===== config.mk =====
export PLATFORM = sky130hd
export DESIGN_NAME = tci_cfg_regs
export DESIGN_NICKNAME = d
export VERILOG_FILES = /design/src/hdl/tci_pkg.sv /design/src/hdl/tci_cfg_regs.sv
export SDC_FILE = /design/constraint.sdc
export NUM_CORES = 1
export LEC_CHECK = 0
export BUFFER_PORTS_ARGS = -buffer_cell sky130_fd_sc_hd__buf_4
export CAP_MARGIN = 20
export CORE_AREA = 5 5 185 187
export CTS_CLUSTER_DIAMETER = 120
export DETAILED_ROUTE_END_ITERATION = 10
export DIE_AREA = 0 0 190 192
export PLACE_DENSITY = 0.76
export SLEW_MARGIN = 20
export SYNTH_ARGS = -nofsm -noshare
export SYNTH_HDL_FRONTEND = slang
export SYNTH_SLANG_ARGS = --single-unit

===== constraint.sdc =====
create_clock -name aclk -period 1.25 [get_ports aclk]
set_input_delay 0.0625 -clock aclk [delete_from_list [all_inputs] [get_ports aclk]]
set_output_delay 0.0625 -clock aclk [all_outputs]
set_load 0.1 [all_outputs]

===== src/hdl/tci_pkg.sv =====
// ----------------------------------------------------------------------------
// tci_pkg
// types, widths and register codes shared by the color interpolator modules
// ----------------------------------------------------------------------------
package tci_pkg;

    localparam int COORD_BITS     = 12;
    localparam int CFG_INDEX_BITS = 3;
    localparam int CFG_DATA_BITS  = 64;

    localparam int GAIN_W   = 32;
    localparam int OFFSET_W = 48;
    localparam int COLOR_W  = 16;
    localparam int NUM_CH   = 4;

    // doubled pixel centre, signed view
    localparam int X2_W   = COORD_BITS + 2;
    localparam int PROD_W = GAIN_W + X2_W;
    localparam int Q32_W  = PROD_W + 4;
    localparam int BARY_W = Q32_W - 16;
    localparam int W0_W   = BARY_W + 1;

    localparam int BPROD_W = W0_W + COLOR_W + 1;
    localparam int BSUM_W  = BPROD_W + 2;
    localparam int CH_W    = 26;
    localparam int PM_W    = 2 * CH_W;

    localparam logic [CFG_INDEX_BITS-1:0] REG_U_GAINS    = 3'd0;
    localparam logic [CFG_INDEX_BITS-1:0] REG_V_GAINS    = 3'd1;
    localparam logic [CFG_INDEX_BITS-1:0] REG_U_OFFSET   = 3'd2;
    localparam logic [CFG_INDEX_BITS-1:0] REG_V_OFFSET   = 3'd3;
    localparam logic [CFG_INDEX_BITS-1:0] REG_COLOR_ZERO = 3'd4;
    localparam logic [CFG_INDEX_BITS-1:0] REG_COLOR_ONE  = 3'd5;
    localparam logic [CFG_INDEX_BITS-1:0] REG_COLOR_TWO  = 3'd6;

    typedef struct packed {
        logic [COORD_BITS-1:0] pixel_x;
        logic [COORD_BITS-1:0] pixel_y;
        logic                  last_in;
    } tci_in_t;

    typedef struct packed {
        logic [7:0] alpha_out;
        logic [7:0] red_out;
        logic [7:0] green_out;
        logic [7:0] blue_out;
        logic       last_out;
    } tci_out_t;

    typedef struct packed {
        logic valid;
        logic last;
    } tci_ctl_t;

    typedef struct packed {
        logic [63:0]         u_gains;
        logic [63:0]         v_gains;
        logic [OFFSET_W-1:0] u_offset;
        logic [OFFSET_W-1:0] v_offset;
        logic [63:0]         color_zero;
        logic [63:0]         color_one;
        logic [63:0]         color_two;
    } tci_cfg_t;

    typedef logic signed [BARY_W-1:0] tci_bary_t;
    typedef logic signed [W0_W-1:0]   tci_w0_t;
    typedef logic signed [CH_W-1:0]   tci_ch_t;

endpackage


===== src/hdl/tci_cfg_regs.sv =====
// ----------------------------------------------------------------------------
// tci_cfg_regs
// configuration register file, one write transfer per cycle
// ----------------------------------------------------------------------------
module tci_cfg_regs (
    input  logic                                aclk,
    input  logic                                aresetn,
    input  logic                                cfg_valid,
    output logic                                cfg_ready,
    input  logic [tci_pkg::CFG_INDEX_BITS-1:0]  cfg_index,
    input  logic [tci_pkg::CFG_DATA_BITS-1:0]   cfg_data,
    output tci_pkg::tci_cfg_t                   cfg
);
    import tci_pkg::*;

    tci_cfg_t cfg_reg;

    assign cfg_ready = 1'b1;
    assign cfg       = cfg_reg;

    always_ff @(posedge aclk) begin
        if (!aresetn) begin
            cfg_reg <= '0;
        end else if (cfg_valid) begin
            unique case (cfg_index)
                REG_U_GAINS:    cfg_reg.u_gains    <= cfg_data;
                REG_V_GAINS:    cfg_reg.v_gains    <= cfg_data;
                REG_U_OFFSET:   cfg_reg.u_offset   <= cfg_data[OFFSET_W-1:0];
                REG_V_OFFSET:   cfg_reg.v_offset   <= cfg_data[OFFSET_W-1:0];
                REG_COLOR_ZERO: cfg_reg.color_zero <= cfg_data;
                REG_COLOR_ONE:  cfg_reg.color_one  <= cfg_data;
                REG_COLOR_TWO:  cfg_reg.color_two  <= cfg_data;
                default: ;
            endcase
        end
    end

endmodule


==> flow_summary.ini <==
[run_status]
status = finished, violations left
violations = negative setup slack

[clock_tree]
cts_setup_buffers = 0
clk_pin_slew_ns = 0.06
htreeDepth = 2
clock_sinks = 416
cts_buffers = 42
clock-root-buffer = clkbuf_16
clk_path_buf_depth = 3
cts_tree = built
clock_latency_ns = 0.52

[yosys]
yosys-top-cells-area = dfxtp_1, mux2i_1, nand2_1
ys_warn_count = 0
synth-seq-cells = 416
ys_async_sr_fraction_pct = 0
synth_common_cells = nand2_1, dfxtp_1, mux2i_1
postSynthCellCount = 1420
syn_area_sq_mm = 0.01495
yosys.area.top_type = dfxtp_1
synth_nets = 1490
synth_cell_types = 11
avgSynthCellArea_sq_um = 10.53
synth_most_common_cell = nand2_1
synth_ff_type = dfxtp_1
synth_top_area_share_pct = 55.69
synth_seq_area_share_pct = 55.69
synth_enable_flop_cells = 0

[power]
seq_power_share_pct = 44.4
powerDensity_mw_per_mm2 = 1372
combPwrFrac_pct = 14.3
p_leak_nw = 11.50
p_int_mw = 22.40
pwr-share-clk_pct = 41.3
total_power_mw = 31.03
ir_drop_mv = 1.219
switching_share_pct = 27.83
power_switching_mw = 8.636

[die]
fp.dieH_um = 192
die_area_sq_mm = 0.03648
die_w_um = 190
rows = 66
initial_core_util_pct = 46.31
io_pins = 487
core_sq_mm = 0.03229

[cells_and_area]
largest_reg_flops = 416
final_area_sq_mm = 0.02262
fin_util_pct = 70.06
diodes = 0
seqCellArea_sq_mm = 0.008334
multi_input_area_sq_mm = 0.006102
nets = 2024
syn_to_final_growth_pct = 51.28
fillers = 2205
drive_above_1_share_pct = 31.47
final_cells = 2428

[global_route]
grt_pass1_wl_um = 73350
grt.overflow.total = 0
antenna_found_initial = 0
grt_usage_pct = 25.32
grt_max_degree = 50
first_global_vias = 12861

[route]
viasPerCell = 5.097
wl_per_cell_um = 20.65
via_count = 12376
drt-pass1-iter-count = 5
detail-route-antenna-nets = 0
totalWireLength_um = 50150
drc = 0
dr.first_iter.drc_count = 626

[worst_hold_path]
hp-class = in -> reg

[place]
post_dp_cell_area_sq_mm = 0.01943
place_hpwl_um = 34070
place_congestion = 0.8555
io_buffer_count = 485
place_inst = 2314
dp_slack_ns = -0.007174

[sta]
setup_viol = 1
setup_ws_ns = -0.01095
slew_violations = 0
finalCritPeriodShare_pct = 100.9
fmax_mhz = 793.1
period_needed_ns = 1.261
fin_worst_skew_ns = 0
hold_violations = 0

[setup_path]
worstPathArrival_ns = 1.20
endpoint_kind = output port
cp_top_family = flip-flops
max_stage_delay_ns = 0.37
cp_slowest_cell = dfxtp_1
startpoint_type = flop
crit_fanout = 2
cp_num_buf_inv = 1
crit_path_cell_trace = buf_4
path_class = reg -> out
cp_data_required_time_ns = 1.19

[flow_run]
maxCapViolCount = 0
path summary, 6_finish.rpt:
kind	from	end	slack [ns]	cells past startpoint
worst max register to register	cfg[260]	cfg[260]	0.49	2
worst max-delay path	cfg[225]	cfg[225]	-0.01	1
worst min register to register	cfg[410]	cfg[410]	0.45	2
worst min-delay path	cfg_data[37]	cfg[165]	0.03	3
cell families (layout without fill, tap and decap cells):
group	after synthesis	after routing	share of synthesized area [%]
other cells	1	1	0.02508
simple gates	487	487	12.55
buf+inv	100	666	3.883
mux	416	416	27.85
flops	416	416	55.69
metrics by stage:
stage	setup TNS, ns	hold WS [ns]
5_1_grt	-0.2381	0.02851
2_1_floorplan	0	0.2865
6_report	-0.01095	0.02922
4_1_cts	0	0.008660
3_5_place_dp	-0.01024	0.4309
3_3_place_gp	0	0.4126
layer usage:
layer  GRT usage [%]  routed length (um)
met1           28.32               18460
met2           44.89               25450
met3           7.597                4092
met4           10.71                2144
met5               0                   0
final cells by class:
cell class              instances  share of cell area, %
multi-input cells             904                  26.98
clock buffers                  64                  5.603
flip-flops and latches        416                  36.84
repair buffers                590                  27.49
clock inverters                12                 0.6416
well taps                     442                  2.445
power by group through the flow:
stage | clock, mW | sequential [mW] | combinational (mW)
finish | 12.8 | 13.8 | 4.45
global route | 13.6 | 13.8 | 4.59
CTS | 13.0 | 13.7 | 4.33
detailed placement | 0 | 14.0 | 4.16
global placement | 0 | 14.0 | 4.13
floorplan | 0 | 16.1 | 0.906
timing repair:
action / in CTS / in global routing
hold buffers: 38 / 0
gates resized for setup: 144 / 227
hold endpoints to repair: 173 / 0
pin swaps: 0 / 0
endpoints found under the setup margin: 138 / 216
layout by cell type (no fill, tap or decap), drive strengths merged:
cell and instances:
buf 552, bufinv 3, clkbuf 64, clkinv 7, clkinvlp 1, conb 1
dfxtp 416, dlygate4sd3 38, inv 1, mux2i 416, nand2 480, nand4b 3
nand4bb 3, nor4b 1
Power figures use the tool's default switching activity.
