<file path="src/hdl/tci_pkg.sv">
// ----------------------------------------------------------------------------
// tci_pkg
// types, widths and register codes shared by the color interpolator modules
// ----------------------------------------------------------------------------
package tci_pkg;

    localparam int COORD_BITS     = 12;
    localparam int CFG_INDEX_BITS = 3;
    localparam int CFG_DATA_BITS  = 64;

    localparam int GAIN_W   = 32;
    localparam int OFFSET_W = 48;
    localparam int COLOR_W  = 16;
    localparam int NUM_CH   = 4;

    // doubled pixel centre, signed view
    localparam int X2_W   = COORD_BITS + 2;
    localparam int PROD_W = GAIN_W + X2_W;
    localparam int Q32_W  = PROD_W + 4;
    localparam int BARY_W = Q32_W - 16;
    localparam int W0_W   = BARY_W + 1;

    localparam int BPROD_W = W0_W + COLOR_W + 1;
    localparam int BSUM_W  = BPROD_W + 2;
    localparam int CH_W    = 26;
    localparam int PM_W    = 2 * CH_W;

    localparam logic [CFG_INDEX_BITS-1:0] REG_U_GAINS    = 3'd0;
    localparam logic [CFG_INDEX_BITS-1:0] REG_V_GAINS    = 3'd1;
    localparam logic [CFG_INDEX_BITS-1:0] REG_U_OFFSET   = 3'd2;
    localparam logic [CFG_INDEX_BITS-1:0] REG_V_OFFSET   = 3'd3;
    localparam logic [CFG_INDEX_BITS-1:0] REG_COLOR_ZERO = 3'd4;
    localparam logic [CFG_INDEX_BITS-1:0] REG_COLOR_ONE  = 3'd5;
    localparam logic [CFG_INDEX_BITS-1:0] REG_COLOR_TWO  = 3'd6;

    typedef struct packed {
        logic [COORD_BITS-1:0] pixel_x;
        logic [COORD_BITS-1:0] pixel_y;
        logic                  last_in;
    } tci_in_t;

    typedef struct packed {
        logic [7:0] alpha_out;
        logic [7:0] red_out;
        logic [7:0] green_out;
        logic [7:0] blue_out;
        logic       last_out;
    } tci_out_t;

    typedef struct packed {
        logic valid;
        logic last;
    } tci_ctl_t;

    typedef struct packed {
        logic [63:0]         u_gains;
        logic [63:0]         v_gains;
        logic [OFFSET_W-1:0] u_offset;
        logic [OFFSET_W-1:0] v_offset;
        logic [63:0]         color_zero;
        logic [63:0]         color_one;
        logic [63:0]         color_two;
    } tci_cfg_t;

    typedef logic signed [BARY_W-1:0] tci_bary_t;
    typedef logic signed [W0_W-1:0]   tci_w0_t;
    typedef logic signed [CH_W-1:0]   tci_ch_t;

endpackage

</file>
<file path="src/hdl/tci_bary_map.sv">
// ----------------------------------------------------------------------------
// tci_bary_map
// three stages: gain products, offset add and rounding to Q.16, vertex zero weight
// ----------------------------------------------------------------------------
module tci_bary_map (
    input  logic                              aclk,
    input  logic                              aresetn,
    input  logic                              ce,
    input  tci_pkg::tci_ctl_t                 in_ctl,
    input  logic [tci_pkg::COORD_BITS-1:0]    pixel_x,
    input  logic [tci_pkg::COORD_BITS-1:0]    pixel_y,
    input  tci_pkg::tci_cfg_t                 cfg,
    output tci_pkg::tci_ctl_t                 out_ctl,
    output tci_pkg::tci_bary_t                u,
    output tci_pkg::tci_bary_t                v,
    output tci_pkg::tci_w0_t                  w0
);
    import tci_pkg::*;

    localparam logic signed [Q32_W-1:0] ROUND_Q16 = Q32_W'(32'h8000);
    localparam logic signed [W0_W-1:0]  ONE_Q16   = W0_W'(32'h1_0000);

    tci_ctl_t ctl_a_reg, ctl_b_reg, ctl_c_reg;

    logic signed [X2_W-1:0]   x2, y2;
    logic signed [PROD_W-1:0] ux_next, uy_next, vx_next, vy_next;
    logic signed [PROD_W-1:0] ux_reg, uy_reg, vx_reg, vy_reg;
    logic signed [Q32_W-1:0]  u_q32, v_q32;
    tci_bary_t                u_next, v_next, u_b_reg, v_b_reg, u_c_reg, v_c_reg;
    tci_w0_t                  w0_next, w0_reg;

    // stage a: gains times doubled pixel centre
    always_comb begin
        x2      = $signed({1'b0, pixel_x, 1'b1});
        y2      = $signed({1'b0, pixel_y, 1'b1});
        ux_next = PROD_W'($signed(cfg.u_gains[63:32])) * PROD_W'(x2);
        uy_next = PROD_W'($signed(cfg.u_gains[31:0])) * PROD_W'(y2);
        vx_next = PROD_W'($signed(cfg.v_gains[63:32])) * PROD_W'(x2);
        vy_next = PROD_W'($signed(cfg.v_gains[31:0])) * PROD_W'(y2);
    end

    // stage b: Q.32 sum, round half up to Q.16
    always_comb begin
        u_q32  = (Q32_W'(ux_reg) <<< 2) + (Q32_W'(uy_reg) <<< 2)
               + Q32_W'($signed(cfg.u_offset)) + ROUND_Q16;
        v_q32  = (Q32_W'(vx_reg) <<< 2) + (Q32_W'(vy_reg) <<< 2)
               + Q32_W'($signed(cfg.v_offset)) + ROUND_Q16;
        u_next = u_q32[Q32_W-1:16];
        v_next = v_q32[Q32_W-1:16];
    end

    // stage c: weight of vertex zero
    assign w0_next = ONE_Q16 - W0_W'(u_b_reg) - W0_W'(v_b_reg);

    always_ff @(posedge aclk) begin
        if (!aresetn) begin
            ctl_a_reg <= '0;
            ctl_b_reg <= '0;
            ctl_c_reg <= '0;
        end else if (ce) begin
            ctl_a_reg <= in_ctl;
            ctl_b_reg <= ctl_a_reg;
            ctl_c_reg <= ctl_b_reg;
        end
    end

    always_ff @(posedge aclk) begin
        if (ce) begin
            ux_reg  <= ux_next;
            uy_reg  <= uy_next;
            vx_reg  <= vx_next;
            vy_reg  <= vy_next;
            u_b_reg <= u_next;
            v_b_reg <= v_next;
            u_c_reg <= u_b_reg;
            v_c_reg <= v_b_reg;
            w0_reg  <= w0_next;
        end
    end

    assign out_ctl = ctl_c_reg;
    assign u       = u_c_reg;
    assign v       = v_c_reg;
    assign w0      = w0_reg;

endmodule

</file>
<file path="config.mk">
export PLATFORM = sky130hd
export DESIGN_NAME = tci_bary_map
export DESIGN_NICKNAME = d
export VERILOG_FILES = /design/src/hdl/tci_pkg.sv /design/src/hdl/tci_bary_map.sv
export SDC_FILE = /design/constraint.sdc
export NUM_CORES = 2
export LEC_CHECK = 0
export ABC_AREA = 1
export BUFFER_PORTS_ARGS = -buffer_cell sky130_fd_sc_hd__buf_4
export CAP_MARGIN = 25
export CORE_MARGIN = 3
export CORE_UTILIZATION = 59
export CTS_BUF_LIST = sky130_fd_sc_hd__clkbuf_2 sky130_fd_sc_hd__clkbuf_4 sky130_fd_sc_hd__clkbuf_8
export CTS_CLUSTER_DIAMETER = 100
export DETAILED_ROUTE_END_ITERATION = 7
export GPL_TIMING_DRIVEN = 0
export PLACE_DENSITY = 0.91
export SYNTH_ARGS = -nofsm -noshare
export SYNTH_HDL_FRONTEND = slang
export SYNTH_SLANG_ARGS = --single-unit
</file>
<file path="constraint.sdc">
create_clock -name aclk -period 6.1 [get_ports aclk]
set_clock_uncertainty 0.1 [all_clocks]
set_input_delay 1.22 -clock aclk [delete_from_list [all_inputs] [get_ports aclk]]
set_output_delay 1.22 -clock aclk [all_outputs]
set_load 0.005 [all_outputs]
</file>
==> flow_metrics.tcl <==
set metrics [dict create \
    start_util_pct 59.65 \
    synth-edff-count 355 \
    mostFrequentLayoutCell "inv_1" \
    hold_viol_final 0 \
    placed_cell_area_um2 93580 \
    dieWidth_um 387.8 \
    cts_buffer_depth 3 \
    grt_setup_unrepaired "yes" \
    ys_ff_latch 361 \
    drtAntennaViolNets 0 \
    wl_per_cell_um 24.25 \
    worstMarginPinSlew_ns 1.006 \
    num_rows 139 \
    stdcell_area_um2 100300 \
    outcome "complete, but fails checks" \
    path_class "in2reg" \
    required_ns 6.43 \
    synthesis.area_um2 86000 \
    drive_gt1_share_pct 14.69 \
    viasPerCell 5.674 \
    post_synth_num_cell_types 42 \
    vias 76700 \
    grt_first_pass_wirelength_mm 472.8 \
    yosysWarnings 0 \
    slew_viol_final 0 \
    htree_levels 2 \
    fin_crit_sh_pct 101.9 \
    die-area_um2 150400 \
    yosysSeqAreaShare_pct 12.54 \
    io_buffers 329 \
    core_area_um2 144200 \
    layout_common_cells "3,197 x inv_1, 2,775 x nand2_1, 1,571 x fa_1" \
    place_congestion 1.085 \
    drt_pass1_iterations 7 \
    reg2reg_slack_ns 2.33 \
    antenna_found_initial 28 \
    drt-initial-drc-count 7901 \
    totalWireLength_mm 327.8 \
    hpwl_mm 275.6 \
    synth_area_per_cell_um2 7.777 \
    first_global_vias 77950 \
    crit_path_max_fanout 7 \
    period_needed_ns 6.219 \
    area_growth_pct 16.61 \
    violations "negative setup slack" \
    synth_nets 13780 \
    cp-start-kind "primary input" \
    numCtsBuffers 58 \
    die_y_um 387.8 \
    cp.arrival_ns 6.55 \
    grt_max_degree 134 \
    root_buffer "clkbuf_8" \
    grt_usage_pct 42.49 \
    cts.reportedPaths.clkPinSlew_ns 0.07 \
    hp-class "reg2reg" \
    hold_buffers 0 \
    finalSetupViolCount 24 \
    clkSinkCount 361 \
    crit_path_end_kind "flop" \
    fmax_mhz 160.8 \
    setup_ws_ns -0.1188 \
    worst_slew_margin_rel_pct 32.92 \
    drc 0 \
    synth-main-ff-cell "edfxtp_1" \
    grt_remaining_overflow 0 \
    whs_ns 0.3588 \
    pin_count 550 \
    synthArstFlopShare_pct 0 \
    nNetsFinal 14260 \
    max_cap_violations 0 \
    cts_tree "built" \
    insertion_delay_ns 0.72 \
    syn_inst 11060 \
]
==> worst max-delay path: stages <==
cell,delay (ns)
clkbuf_16,0.19
clkbuf_16,0.18
nand2_1,0.10
inv_2,0.06
fa_1,0.54
inv_2,0.05
fa_1,0.49
inv_2,0.04
fa_1,0.53
fa_2,0.47
fa_1,0.51
inv_2,0.05
fa_2,0.70
inv_2,0.08
ha_4,0.30
a21oi_4,0.21
o21ai_4,0.12
a21oi_4,0.19
nor2_1,0.06
nor2_1,0.12
nand2_2,0.10
xor2_4,0.22
==> through the flow <==
stage               setup TNS (ns)  setup WS [ns]  util [%]  instances
floorplan                  -0.5913       -0.07009         -      11060
global placement           -255.02         -2.457     64.70      13290
detailed placement         -193.69         -1.879     64.91      13300
CTS                       -0.01238      -0.006287     66.85      13410
global route                -4.399        -0.2031     69.52      13500
finish                      -1.638        -0.1188     69.56      13520
==> synth_stat cells, types with 4 or more instances <==
master | number | area [µm²]
a21boi_0 | 6 | 45.04
a21o_1 | 38 | 285.3
a21oi_1 | 413 | 2067
a21oi_2 | 6 | 52.55
and2_1 | 10 | 62.56
buf_1 | 81 | 304.0
clkbuf_1 | 215 | 807.0
dfxtp_1 | 6 | 120.1
edfxtp_1 | 355 | 10660
fa_1 | 1603 | 32090
ha_1 | 671 | 8396
inv_1 | 3256 | 12220
nand2_1 | 2973 | 11160
nand2_2 | 33 | 206.5
nand3_1 | 227 | 1136
nand3_2 | 9 | 90.09
nand3b_1 | 12 | 90.09
nand4_1 | 102 | 638.1
nor2_1 | 508 | 1907
nor2_2 | 6 | 37.54
nor3_1 | 34 | 170.2
nor3_2 | 4 | 40.04
nor4_2 | 5 | 62.56
o211ai_1 | 6 | 45.04
o21a_1 | 16 | 120.1
o21ai_0 | 211 | 1056
o21ai_1 | 6 | 30.03
o21ai_2 | 6 | 52.55
o21bai_1 | 29 | 217.7
xnor2_1 | 59 | 516.8
xor2_1 | 136 | 1191
==> layer usage <==
metal | share of wire (%) | GRT usage (%)
met1 | 36 | 54.50
met3 | 13 | 12.06
met2 | 43 | 64.76
met5 | 0.046 | 0
met4 | 7.7 | 24.53
==> timing repair <==
action | in CTS | in global routing
pin swaps | 16 | 185
gates cloned | 0 | 13
gates resized for setup | 460 | 962
buffers inserted | 2 | 79
endpoints found under the setup margin | 139 | 125
==> path summary, 6_finish.rpt <==
kind / start / end / cells after the start
hold / removal: v_b_reg[22]$_DFFE_PP_ / v[22]$_DFFE_PP_ / 0
setup reg to reg: vy_reg[17]$_DFFE_PP_ / v_b_reg[14]$_DFFE_PP_ / 9
hold reg to reg: v_b_reg[22]$_DFFE_PP_ / v[22]$_DFFE_PP_ / 0
setup / recovery: pixel_y[1] / vy_reg[34]$_DFFE_PP_ / 22
==> final cells by class <==
| cell class | instances | area (µm²) |
|---|---|---|
| Tap cell | 1903 | 2381 |
| Sequential cell | 361 | 10780 |
| Timing Repair Buffer | 437 | 3792 |
| Antenna cell | 22 | 55.05 |
| Clock inverter | 36 | 340.3 |
| Inverter | 3258 | 12230 |
| Multi-Input combinational cell | 7143 | 66570 |
| Clock buffer | 72 | 922.1 |
| Fill cell | 11160 | 43890 |
| Buffer | 286 | 3218 |
==> cell families (layout without fill, tap and decap cells) <==
kind of cell               count (synthesis)  count (layout)  synth area share (%)
DFF                                      361             361                 12.54
buffers and inverters                   3554            4089                 15.51
xor gates and xnor gates                 195             195                 1.986
and+or+nand+nor                         3932            3932                 18.21
AOI/OAI and AO/OA                        742             742                 4.676
adders and majority gates               2274            2274                 47.08
other                                      0              22                     0
Power is left out: the tool's default activity adds up to more than one toggle a clock period on the data nets, which glitch-free logic cannot reach.
